### config.mk
export PLATFORM = sky130hd
export DESIGN_NAME = magnetometer_heading_core
export DESIGN_NICKNAME = d
export VERILOG_FILES = /design/src/design/mhdg_pkg.sv /design/src/design/mhdg_scale.sv /design/src/design/mhdg_cordic.sv /design/src/design/mhdg_wrap.sv /design/src/design/magnetometer_heading_core.sv
export SDC_FILE = /design/constraint.sdc
export NUM_CORES = 2
export LEC_CHECK = 0
export BUFFER_PORTS_ARGS = -buffer_cell sky130_fd_sc_hd__buf_2
export CAP_MARGIN = 40
export CORE_MARGIN = 3
export CORE_UTILIZATION = 50
export CTS_CLUSTER_DIAMETER = 60
export DETAILED_ROUTE_END_ITERATION = 12
export GPL_TIMING_DRIVEN = 1
export PLACE_DENSITY = 0.62
export SLEW_MARGIN = 20
export SYNTH_ARGS = -nofsm -noshare
export SYNTH_HDL_FRONTEND = slang
export SYNTH_HIERARCHICAL = 1
export SYNTH_SLANG_ARGS = --single-unit
### constraint.sdc
create_clock -name i_clk -period 18.3 [get_ports i_clk]
set_input_delay 0.915 -clock i_clk [delete_from_list [all_inputs] [get_ports i_clk]]
set_output_delay 0.915 -clock i_clk [all_outputs]
set_load 0.03 [all_outputs]
### src/design/mhdg_pkg.sv
`timescale 1ns / 1ps
// ----------------------------------------------------------------------------
// mhdg_pkg
// Shared widths, register indexes, control structs and the CORDIC angle table
// for the magnetometer heading core.
// ----------------------------------------------------------------------------
package mhdg_pkg;

    // Field widths
    localparam int IN_W        = 16;   // raw sample and bias width
    localparam int GAIN_W      = 24;   // Q8.16 gain width
    localparam int GAIN_FRAC   = 16;
    localparam int BEARING_W   = 9;
    localparam int CFG_IDX_W   = 3;
    localparam int CFG_DATA_W  = 24;

    // Stream widths
    localparam int S_TDATA_W   = 32;
    localparam int M_TDATA_W   = 24;

    // CORDIC datapath
    localparam int PRESCALE_SH = 8;    // samples enter the CORDIC times 256
    localparam int Z_W         = 26;   // angle accumulator, Q16 degrees
    localparam int Z_FRAC      = 16;
    localparam int ATAN_IDX_W  = 5;

    // Parameter defaults
    localparam int CORDIC_STEPS_DEF = 16;
    localparam int SAMPLE_WIDTH_DEF = 16;

    localparam logic signed [Z_W-1:0]      Z_PLUS_90  = Z_W'(90 * 65536);
    localparam logic signed [Z_W-1:0]      Z_MINUS_90 = -Z_PLUS_90;
    localparam logic signed [BEARING_W-1:0] BEARING_MAX = 9'sd180;
    localparam logic signed [BEARING_W-1:0] BEARING_MIN = -9'sd180;
    localparam logic signed [BEARING_W:0]   WRAP_180    = 10'sd180;
    localparam logic signed [BEARING_W:0]   WRAP_360    = 10'sd360;

    // Configuration register indexes
    typedef enum logic [CFG_IDX_W-1:0] {
        REG_BIAS_X       = 3'd0,
        REG_BIAS_Y       = 3'd1,
        REG_SCALE_X      = 3'd2,
        REG_SCALE_Y      = 3'd3,
        REG_AXES_SWAPPED = 3'd4
    } t_cfg_reg;

    // Opcode carried in tuser
    localparam logic OP_MEASURE  = 1'b0;
    localparam logic OP_SET_ZERO = 1'b1;

    typedef struct packed {
        logic start;
    } t_cordic_ctl;

    typedef struct packed {
        logic busy;
        logic done;
    } t_cordic_sts;

    // atan(2^-i) in degrees, Q16
    function automatic logic [Z_W-1:0] atan_deg(input logic [ATAN_IDX_W-1:0] idx);
        logic [Z_W-1:0] v;
        case (idx)
            5'd0:    v = Z_W'(2949120);
            5'd1:    v = Z_W'(1740967);
            5'd2:    v = Z_W'(919879);
            5'd3:    v = Z_W'(466945);
            5'd4:    v = Z_W'(234379);
            5'd5:    v = Z_W'(117304);
            5'd6:    v = Z_W'(58666);
            5'd7:    v = Z_W'(29335);
            5'd8:    v = Z_W'(14668);
            5'd9:    v = Z_W'(7334);
            5'd10:   v = Z_W'(3667);
            5'd11:   v = Z_W'(1833);
            5'd12:   v = Z_W'(917);
            5'd13:   v = Z_W'(458);
            5'd14:   v = Z_W'(229);
            5'd15:   v = Z_W'(115);
            5'd16:   v = Z_W'(57);
            5'd17:   v = Z_W'(29);
            5'd18:   v = Z_W'(14);
            5'd19:   v = Z_W'(7);
            5'd20:   v = Z_W'(4);
            5'd21:   v = Z_W'(2);
            5'd22:   v = Z_W'(1);
            default: v = '0;
        endcase
        return v;
    endfunction

endpackage

### src/design/mhdg_scale.sv
`timescale 1ns / 1ps
// ----------------------------------------------------------------------------
// mhdg_scale
// Shared hard-iron unit: subtract bias, multiply by Q8.16 gain, truncate
// toward zero and saturate to SAMPLE_WIDTH bits.
// ----------------------------------------------------------------------------
module mhdg_scale #(
    parameter int SAMPLE_WIDTH = mhdg_pkg::SAMPLE_WIDTH_DEF
) (
    input  logic signed [mhdg_pkg::IN_W-1:0]   i_raw,
    input  logic signed [mhdg_pkg::IN_W-1:0]   i_bias,
    input  logic        [mhdg_pkg::GAIN_W-1:0] i_gain,
    output logic signed [SAMPLE_WIDTH-1:0]     o_val
);

    localparam int DW = mhdg_pkg::IN_W + 1;
    localparam int PW = DW + mhdg_pkg::GAIN_W;
    localparam int QW = PW - mhdg_pkg::GAIN_FRAC;
    localparam logic signed [QW:0] LIM_HI = (QW+1)'((1 <<< (SAMPLE_WIDTH - 1)) - 1);
    localparam logic signed [QW:0] LIM_LO = -LIM_HI - (QW+1)'(1);

    logic signed [DW-1:0] w_diff;
    logic        [DW-1:0] w_mag;
    logic        [PW-1:0] w_prod;
    logic        [QW-1:0] w_q;
    logic signed [QW:0]   w_sq;

    assign w_diff = {i_raw[mhdg_pkg::IN_W-1], i_raw} - {i_bias[mhdg_pkg::IN_W-1], i_bias};
    assign w_mag  = w_diff[DW-1] ? DW'(-w_diff) : DW'(w_diff);
    assign w_prod = PW'(w_mag) * PW'(i_gain);
    assign w_q    = w_prod[PW-1:mhdg_pkg::GAIN_FRAC];
    // restore the sign after the magnitude product (truncates toward zero)
    assign w_sq   = w_diff[DW-1] ? -$signed({1'b0, w_q}) : $signed({1'b0, w_q});

    always_comb begin
        if (w_sq > LIM_HI) begin
            o_val = LIM_HI[SAMPLE_WIDTH-1:0];
        end else if (w_sq < LIM_LO) begin
            o_val = LIM_LO[SAMPLE_WIDTH-1:0];
        end else begin
            o_val = w_sq[SAMPLE_WIDTH-1:0];
        end
    end

endmodule

### src/design/mhdg_cordic.sv
`timescale 1ns / 1ps
// ----------------------------------------------------------------------------
// mhdg_cordic
// Iterative vectoring CORDIC: one rotation step per cycle on a shared
// shift/add datapath, angle accumulated in Q16 degrees.
// ----------------------------------------------------------------------------
module mhdg_cordic #(
    parameter int CORDIC_STEPS = mhdg_pkg::CORDIC_STEPS_DEF,
    parameter int SAMPLE_WIDTH = mhdg_pkg::SAMPLE_WIDTH_DEF
) (
    input  logic                                   i_clk,
    input  logic                                   i_rst_n,
    input  mhdg_pkg::t_cordic_ctl                  i_ctl,
    input  logic signed [SAMPLE_WIDTH-1:0]         i_vx,
    input  logic signed [SAMPLE_WIDTH-1:0]         i_vy,
    output mhdg_pkg::t_cordic_sts                  o_sts,
    output logic signed [mhdg_pkg::BEARING_W-1:0]  o_deg
);

    localparam int XW    = SAMPLE_WIDTH + mhdg_pkg::PRESCALE_SH + 3;
    localparam int CNT_W = $clog2(CORDIC_STEPS);
    localparam logic [CNT_W-1:0] LAST = CNT_W'(CORDIC_STEPS - 1);
    localparam int ZW    = mhdg_pkg::Z_W;
    localparam int DMW   = ZW - mhdg_pkg::Z_FRAC;

    typedef enum logic {C_IDLE, C_RUN} t_state;

    t_state                r_state;
    logic [CNT_W-1:0]      r_step;
    logic signed [XW-1:0]  r_x;
    logic signed [XW-1:0]  r_y;
    logic signed [ZW-1:0]  r_z;
    logic                  r_zero;
    logic                  r_done;

    logic signed [XW-1:0]  w_px, w_py, w_x0, w_y0;
    logic signed [ZW-1:0]  w_z0;
    logic signed [XW-1:0]  w_xs, w_ys;
    logic signed [ZW-1:0]  w_at;
    logic        [ZW-1:0]  w_zmag;
    logic        [DMW-1:0] w_dmag;
    logic        [7:0]     w_mag8;

    // Prescale and fold the left half plane onto the right one
    assign w_px = XW'(i_vx) <<< mhdg_pkg::PRESCALE_SH;
    assign w_py = XW'(i_vy) <<< mhdg_pkg::PRESCALE_SH;

    always_comb begin
        if (w_px < 0) begin
            if (w_py >= 0) begin
                w_x0 = w_py;
                w_y0 = -w_px;
                w_z0 = mhdg_pkg::Z_PLUS_90;
            end else begin
                w_x0 = -w_py;
                w_y0 = w_px;
                w_z0 = mhdg_pkg::Z_MINUS_90;
            end
        end else begin
            w_x0 = w_px;
            w_y0 = w_py;
            w_z0 = '0;
        end
    end

    assign w_xs = r_x >>> r_step;
    assign w_ys = r_y >>> r_step;
    assign w_at = $signed(mhdg_pkg::atan_deg(mhdg_pkg::ATAN_IDX_W'(r_step)));

    always_ff @(posedge i_clk) begin
        if (!i_rst_n) begin
            r_state <= C_IDLE;
            r_step  <= '0;
            r_done  <= 1'b0;
            r_zero  <= 1'b0;
        end else begin
            r_done <= 1'b0;
            unique case (r_state)
                C_IDLE: begin
                    if (i_ctl.start) begin
                        r_x     <= w_x0;
                        r_y     <= w_y0;
                        r_z     <= w_z0;
                        r_zero  <= (i_vx == '0) && (i_vy == '0);
                        r_step  <= '0;
                        r_state <= C_RUN;
                    end
                end
                C_RUN: begin
                    // rotate toward the x axis
                    if (r_y >= 0) begin
                        r_x <= r_x + w_ys;
                        r_y <= r_y - w_xs;
                        r_z <= r_z + w_at;
                    end else begin
                        r_x <= r_x - w_ys;
                        r_y <= r_y + w_xs;
                        r_z <= r_z - w_at;
                    end
                    if (r_step == LAST) begin
                        r_state <= C_IDLE;
                        r_done  <= 1'b1;
                    end else begin
                        r_step <= r_step + 1'b1;
                    end
                end
                default: r_state <= C_IDLE;
            endcase
        end
    end

    assign o_sts.busy = (r_state == C_RUN);
    assign o_sts.done = r_done;

    // Truncate toward zero to whole degrees and clamp to +/-180
    assign w_zmag = r_z[ZW-1] ? ZW'(-r_z) : ZW'(r_z);
    assign w_dmag = w_zmag[ZW-1:mhdg_pkg::Z_FRAC];
    assign w_mag8 = (w_dmag > DMW'(180)) ? 8'd180 : w_dmag[7:0];

    always_comb begin
        if (r_zero) begin
            o_deg = '0;
        end else if (r_z[ZW-1]) begin
            o_deg = -$signed({1'b0, w_mag8});
        end else begin
            o_deg = $signed({1'b0, w_mag8});
        end
    end

endmodule

### src/design/mhdg_wrap.sv
`timescale 1ns / 1ps
// ----------------------------------------------------------------------------
// mhdg_wrap
// Relative bearing: subtract the zero offset and wrap into -180..180.
// ----------------------------------------------------------------------------
module mhdg_wrap (
    input  logic signed [mhdg_pkg::BEARING_W-1:0] i_real,
    input  logic signed [mhdg_pkg::BEARING_W-1:0] i_offset,
    output logic signed [mhdg_pkg::BEARING_W-1:0] o_rel
);

    localparam int DW = mhdg_pkg::BEARING_W + 1;

    logic signed [DW-1:0] w_diff;
    logic signed [DW-1:0] w_neg;
    logic signed [DW-1:0] w_mod;
    logic signed [DW-1:0] w_rel;

    assign w_diff = {i_real[DW-2], i_real} - {i_offset[DW-2], i_offset};
    assign w_neg  = -w_diff;

    always_comb begin
        w_mod = '0;
        w_rel = w_diff;
        if (w_diff < -mhdg_pkg::WRAP_180) begin
            w_mod = (w_neg == mhdg_pkg::WRAP_360) ? '0 : w_neg - mhdg_pkg::WRAP_180;
            w_rel = mhdg_pkg::WRAP_180 - w_mod;
        end else if (w_diff > mhdg_pkg::WRAP_180) begin
            w_mod = (w_diff == mhdg_pkg::WRAP_360) ? '0 : w_diff - mhdg_pkg::WRAP_180;
            w_rel = w_mod - mhdg_pkg::WRAP_180;
        end
    end

    assign o_rel = w_rel[DW-2:0];

endmodule

### src/design/magnetometer_heading_core.sv
`timescale 1ns / 1ps
// ----------------------------------------------------------------------------
// magnetometer_heading_core
// Hard-iron compensated compass heading: bias, gain and saturation per axis,
// iterative CORDIC atan2, truncation to whole degrees, zero-offset wrap.
// ----------------------------------------------------------------------------
//
//  Channel   Dir   Beat contents
//  --------  ----  ----------------------------------------------------------
//  s (in)    in    tdata: raw_x [15:0], raw_y [31:16]; tuser: opcode
//  m (out)   out   tdata: real_bearing [8:0], relative_bearing [17:9], 0 pad
//  cfg       in    we / idx / data: bias_x, bias_y, scale_x, scale_y, swap
//
//  From acceptance, a beat passes through the shared gain multiplier (X then
//  Y), the CORDIC load, one rotation per cycle, the hand-back of the done
//  flag to the sequencer and the wrap into the output register.
//  The next beat is taken only once that result is loaded, so beats never
//  overlap: the single shift/add CORDIC datapath serves one beat at a time,
//  and o_s_tready is high only while the sequencer is idle.
//  A finished result waits in the output register while the next beat is
//  taken; the wrap stage holds until that register is free.
//  Reset is synchronous, active low, and clears the sequencers, the output
//  valid, the configuration registers and the offset.
// ----------------------------------------------------------------------------
module magnetometer_heading_core #(
    parameter int CORDIC_STEPS = mhdg_pkg::CORDIC_STEPS_DEF,
    parameter int SAMPLE_WIDTH = mhdg_pkg::SAMPLE_WIDTH_DEF
) (
    input  logic                                i_clk,
    input  logic                                i_rst_n,
    // input stream
    input  logic                                i_s_tvalid,
    output logic                                o_s_tready,
    input  logic [mhdg_pkg::S_TDATA_W-1:0]      i_s_tdata,   // raw_x, raw_y
    input  logic                                i_s_tuser,   // opcode
    // output stream
    output logic                                o_m_tvalid,
    input  logic                                i_m_tready,
    output logic [mhdg_pkg::M_TDATA_W-1:0]      o_m_tdata,   // real, relative, pad
    // configuration writes
    input  logic                                i_cfg_we,
    input  logic [mhdg_pkg::CFG_IDX_W-1:0]      i_cfg_idx,
    input  logic [mhdg_pkg::CFG_DATA_W-1:0]     i_cfg_data
);

    localparam int IW  = mhdg_pkg::IN_W;
    localparam int BW  = mhdg_pkg::BEARING_W;
    localparam int PAD = mhdg_pkg::M_TDATA_W - 2 * BW;

    typedef enum logic [2:0] {
        S_IDLE, S_SCALE_X, S_SCALE_Y, S_START, S_RUN, S_FINISH
    } t_state;

    // Configuration registers
    logic signed [IW-1:0]                r_bias_x, r_bias_y;
    logic [mhdg_pkg::GAIN_W-1:0]         r_scale_x, r_scale_y;
    logic                                r_swap;

    // Sequencer and payload
    t_state                              r_state;
    logic                                r_op;
    logic signed [IW-1:0]                r_raw_x, r_raw_y;
    logic signed [SAMPLE_WIDTH-1:0]      r_cx, r_cy;
    logic signed [BW-1:0]                r_zero_offset;
    logic                                r_m_valid;
    logic signed [BW-1:0]                r_real, r_rel;

    logic signed [IW-1:0]                w_sc_raw, w_sc_bias;
    logic [mhdg_pkg::GAIN_W-1:0]         w_sc_gain;
    logic signed [SAMPLE_WIDTH-1:0]      w_sc_val;
    mhdg_pkg::t_cordic_ctl               w_cctl;
    mhdg_pkg::t_cordic_sts               w_csts;
    logic signed [SAMPLE_WIDTH-1:0]      w_cx_in, w_cy_in;
    logic signed [BW-1:0]                w_deg;
    logic signed [BW-1:0]                w_offset;
    logic signed [BW-1:0]                w_rel;
    logic                                w_in_acc;
    logic                                w_load;

    // ---------------------------------------------------------------- config
    always_ff @(posedge i_clk) begin
        if (!i_rst_n) begin
            r_bias_x  <= '0;
            r_bias_y  <= '0;
            r_scale_x <= '0;
            r_scale_y <= '0;
            r_swap    <= 1'b0;
        end else if (i_cfg_we) begin
            unique case (i_cfg_idx)
                mhdg_pkg::REG_BIAS_X:       r_bias_x  <= i_cfg_data[IW-1:0];
                mhdg_pkg::REG_BIAS_Y:       r_bias_y  <= i_cfg_data[IW-1:0];
                mhdg_pkg::REG_SCALE_X:      r_scale_x <= i_cfg_data[mhdg_pkg::GAIN_W-1:0];
                mhdg_pkg::REG_SCALE_Y:      r_scale_y <= i_cfg_data[mhdg_pkg::GAIN_W-1:0];
                mhdg_pkg::REG_AXES_SWAPPED: r_swap    <= i_cfg_data[0];
                default: ;  // unmapped index: drop the write
            endcase
        end
    end

    // ------------------------------------------------------ shared gain unit
    // X in the S_SCALE_X state, Y in the S_SCALE_Y state that follows
    assign w_sc_raw  = (r_state == S_SCALE_Y) ? r_raw_y   : r_raw_x;
    assign w_sc_bias = (r_state == S_SCALE_Y) ? r_bias_y  : r_bias_x;
    assign w_sc_gain = (r_state == S_SCALE_Y) ? r_scale_y : r_scale_x;

    mhdg_scale #(
        .SAMPLE_WIDTH (SAMPLE_WIDTH)
    ) u_scale (
        .i_raw  (w_sc_raw),
        .i_bias (w_sc_bias),
        .i_gain (w_sc_gain),
        .o_val  (w_sc_val)
    );

    // ----------------------------------------------------------------- CORDIC
    // atan2(y, x) normally; a swapped mounting computes atan2(x, y)
    assign w_cx_in     = r_swap ? r_cy : r_cx;
    assign w_cy_in     = r_swap ? r_cx : r_cy;
    assign w_cctl.start = (r_state == S_START);

    mhdg_cordic #(
        .CORDIC_STEPS (CORDIC_STEPS),
        .SAMPLE_WIDTH (SAMPLE_WIDTH)
    ) u_cordic (
        .i_clk   (i_clk),
        .i_rst_n (i_rst_n),
        .i_ctl   (w_cctl),
        .i_vx    (w_cx_in),
        .i_vy    (w_cy_in),
        .o_sts   (w_csts),
        .o_deg   (w_deg)
    );

    // ------------------------------------------------------------------ wrap
    // A set-zero beat takes its own bearing as offset, so it reports 0
    assign w_offset = (r_op == mhdg_pkg::OP_SET_ZERO) ? w_deg : r_zero_offset;

    mhdg_wrap u_wrap (
        .i_real   (w_deg),
        .i_offset (w_offset),
        .o_rel    (w_rel)
    );

    // ------------------------------------------------------------- sequencer
    assign w_in_acc = i_s_tvalid && o_s_tready;
    assign w_load   = (r_state == S_FINISH) && (!r_m_valid || i_m_tready);

    always_ff @(posedge i_clk) begin
        if (!i_rst_n) begin
            r_state       <= S_IDLE;
            r_m_valid     <= 1'b0;
            r_zero_offset <= '0;
        end else begin
            if (w_load) begin
                r_m_valid <= 1'b1;
            end else if (i_m_tready) begin
                r_m_valid <= 1'b0;
            end

            unique case (r_state)
                S_IDLE: begin
                    if (w_in_acc) begin
                        r_op    <= i_s_tuser;
                        r_raw_x <= i_s_tdata[IW-1:0];
                        r_raw_y <= i_s_tdata[2*IW-1:IW];
                        r_state <= S_SCALE_X;
                    end
                end
                S_SCALE_X: begin
                    r_cx    <= w_sc_val;
                    r_state <= S_SCALE_Y;
                end
                S_SCALE_Y: begin
                    r_cy    <= w_sc_val;
                    r_state <= S_START;
                end
                S_START: begin
                    r_state <= S_RUN;
                end
                S_RUN: begin
                    if (w_csts.done) begin
                        r_state <= S_FINISH;
                    end
                end
                S_FINISH: begin
                    // hold until the output register is free
                    if (w_load) begin
                        r_real        <= w_deg;
                        r_rel         <= w_rel;
                        r_zero_offset <= w_offset;
                        r_state       <= S_IDLE;
                    end
                end
                default: r_state <= S_IDLE;
            endcase
        end
    end

    assign o_s_tready = (r_state == S_IDLE);
    assign o_m_tvalid = r_m_valid;
    assign o_m_tdata  = {{PAD{1'b0}}, r_rel, r_real};

    // ------------------------------------------------------------ assertions
    a_idle_cordic_quiet: assert property (@(posedge i_clk) disable iff (!i_rst_n)
        (r_state == S_IDLE) |-> !w_csts.busy)
        else $error("CORDIC busy while sequencer idle");

    a_accept_starts_scale: assert property (@(posedge i_clk) disable iff (!i_rst_n)
        w_in_acc |=> (r_state == S_SCALE_X))
        else $error("accepted beat did not start the gain pass");

    a_set_zero_rel: assert property (@(posedge i_clk) disable iff (!i_rst_n)
        (w_load && r_op == mhdg_pkg::OP_SET_ZERO) |=> (r_rel == '0))
        else $error("set-zero beat reported nonzero relative bearing");

    a_real_range: assert property (@(posedge i_clk) disable iff (!i_rst_n)
        r_m_valid |-> (r_real <= mhdg_pkg::BEARING_MAX && r_real >= mhdg_pkg::BEARING_MIN))
        else $error("real bearing outside -180..180");

    a_done_only_in_run: assert property (@(posedge i_clk) disable iff (!i_rst_n)
        w_csts.done |-> (r_state == S_RUN))
        else $error("CORDIC done outside run state");

endmodule

==> out/metrics.csv <==
metric;value;unit
post_cts_buffers;0;
core_area;74950;um2
worstHoldStart;r_scale_x[21];
powerDensity;70.94;nW/um2
avgSynthCellArea;8.647;um2
slowest_delay;0.86;ns
crit_required;18.55;ns
skew;0.05045;ns
timing.critical_path.mode_cell;fa_1;
worst-setup-path-type;register to register;
hp-class;register to register;
cts_num_sinks;286;
slew_headroom;0.4234;
cts.clk_slew.worst_paths;0.06;ns
multi_input_area;28080;um2
drive_above_1_share;0.1044;
setup_viol;0;
crit_start;r_state[1];
grt_pass1_vias;31130;
nets;4994;
drtIter0Drc;2331;
grtUsageMet3;0.03138;
arrival;14.01;ns
num_vias;31420;
gr-total-overflow;0;
routabilityCongestion;0.8941;
ys_warn_count;6;
die_area;79510;um2
gr-max-usage-layer;met2;
final_common_cell;nand2_1;
h-tree-depth;2;
slowest_stage;nor4b_2;
grt_start_max_net_pins;97;
path_buf_inv;2;
dieHeight;282.0;um
status;completed;
firstDrtPassIters;8;
grt_pass1_wl;169400;um
clkLatencyLatePin;0.60;ns
grt_util_met1;0.3613;
leakage;17.43;nW
drv_cap;0;
num_rows;100;
hpwl;78540;um
regArea;7367;um2
crit_family;adder cells;
period_share;0.7518;
area_growth;6.827;%
crit_fanout;57;
report.final.slew_viol_count;0;
ant_nets;0;
numPortBuffers;84;
stdcell_count;5357;
viasPerCell;5.866;
netlist_instances;4404;
cp-start-kind;register;
drc;0;
r2r_setup_slack;4.54;ns
netlist_area;38080;um2
cts.repair.resized;0;
worst_pin_slew;0.8626;ns
fmax;72.69;MHz
start_util;0.5081;
setup_tns;0;ns
grt.total_usage;0.2647;
holdBufCountCts;0;
r2r_start;r_state[1];
finalWirelength;104300;um
wire_per_inst;19.48;um
antenna_found_initial;2;
clockRootBuffer;clkbuf_16;
clk_path_buf_depth;3;
die_x;282.0;um
cts_inserted_buffers;41;
io_pins;91;
place_inst;5275;
layout_common_cells;614 x nand2_1, 472 x inv_1, 332 x fa_1;
min_period;13.76;ns
cts_tree;done;
fillers;6999;
crit_path_end_kind;register;
gr-usage-met2;0.4384;
hold_viol;0;
vdd_drop_max;0.09472;mV
grt_setup_unrepaired;false;
## metal layers
| metal | vias to the layer above | share of wire |
|---|---|---|
| li1 | 15070 | - |
| met2 | 870 | 0.47 |
| met4 | 2 | 0.033 |
| met1 | 15310 | 0.44 |
| met5 | - | 0.00012 |
| met3 | 175 | 0.057 |
## final cells by class
cell class | count | share of cell area
antenna | 1 | 0.00006151
clock buffer | 48 | 0.02636
clock inverter | 28 | 0.006090
inverter | 480 | 0.04429
multi-input combinational | 3410 | 0.6902
sequential | 286 | 0.1811
tap | 969 | 0.02980
timing repair buffer | 135 | 0.02211
## state kept, by name (all words and copies together), names as in the netlist, 3 cells and up
name             count
r_rel                9
u_cordic/w_at       22
r_cx                16
u_cordic/r_y        27
u_cordic/r_step      4
r_raw_x             16
r_bias_x            16
r_zero_offset        9
u_cordic/r_x        27
r_scale_y           24
r_real               9
r_state              3
r_scale_x           24
r_bias_y            16
r_raw_y             16
u_cordic/r_z        26
r_cy                16
## worst min-delay path: stages, from the launching register on
cell	delay, ns
dfxtp_1	0.30
nand2_1	0.05
a21boi_1	0.05
## worst paths after layout
kind,end,cells after the start
min reg2reg,r_scale_x[21],2
min,r_scale_x[21],2
max reg2reg,r_cy[14],35
max,r_cy[14],35
## per-stage QoR
stage	setup WS, ns	hold slack (ns)	area (um2)	util	power (mW)
after floorplan	6.500	0.4326	38100	-	1.735
after global placement	4.899	0.4378	39190	0.5229	2.091
after detailed placement	4.734	0.4427	39260	0.5238	2.103
after CTS	4.627	0.4503	40580	0.5415	2.894
after global routing	3.538	0.4687	40680	0.5428	3.074
final	4.543	0.4487	40680	0.5428	2.886
## power breakdown
part / total [mW] / internal (mW) / switching (mW)
Clock: 0.774 / 0.445 / 0.329
Sequential: 0.751 / 0.729 / 0.0215
Combinational: 1.36 / 0.483 / 0.878
Note: power is estimated with default switching activity, not from simulation.
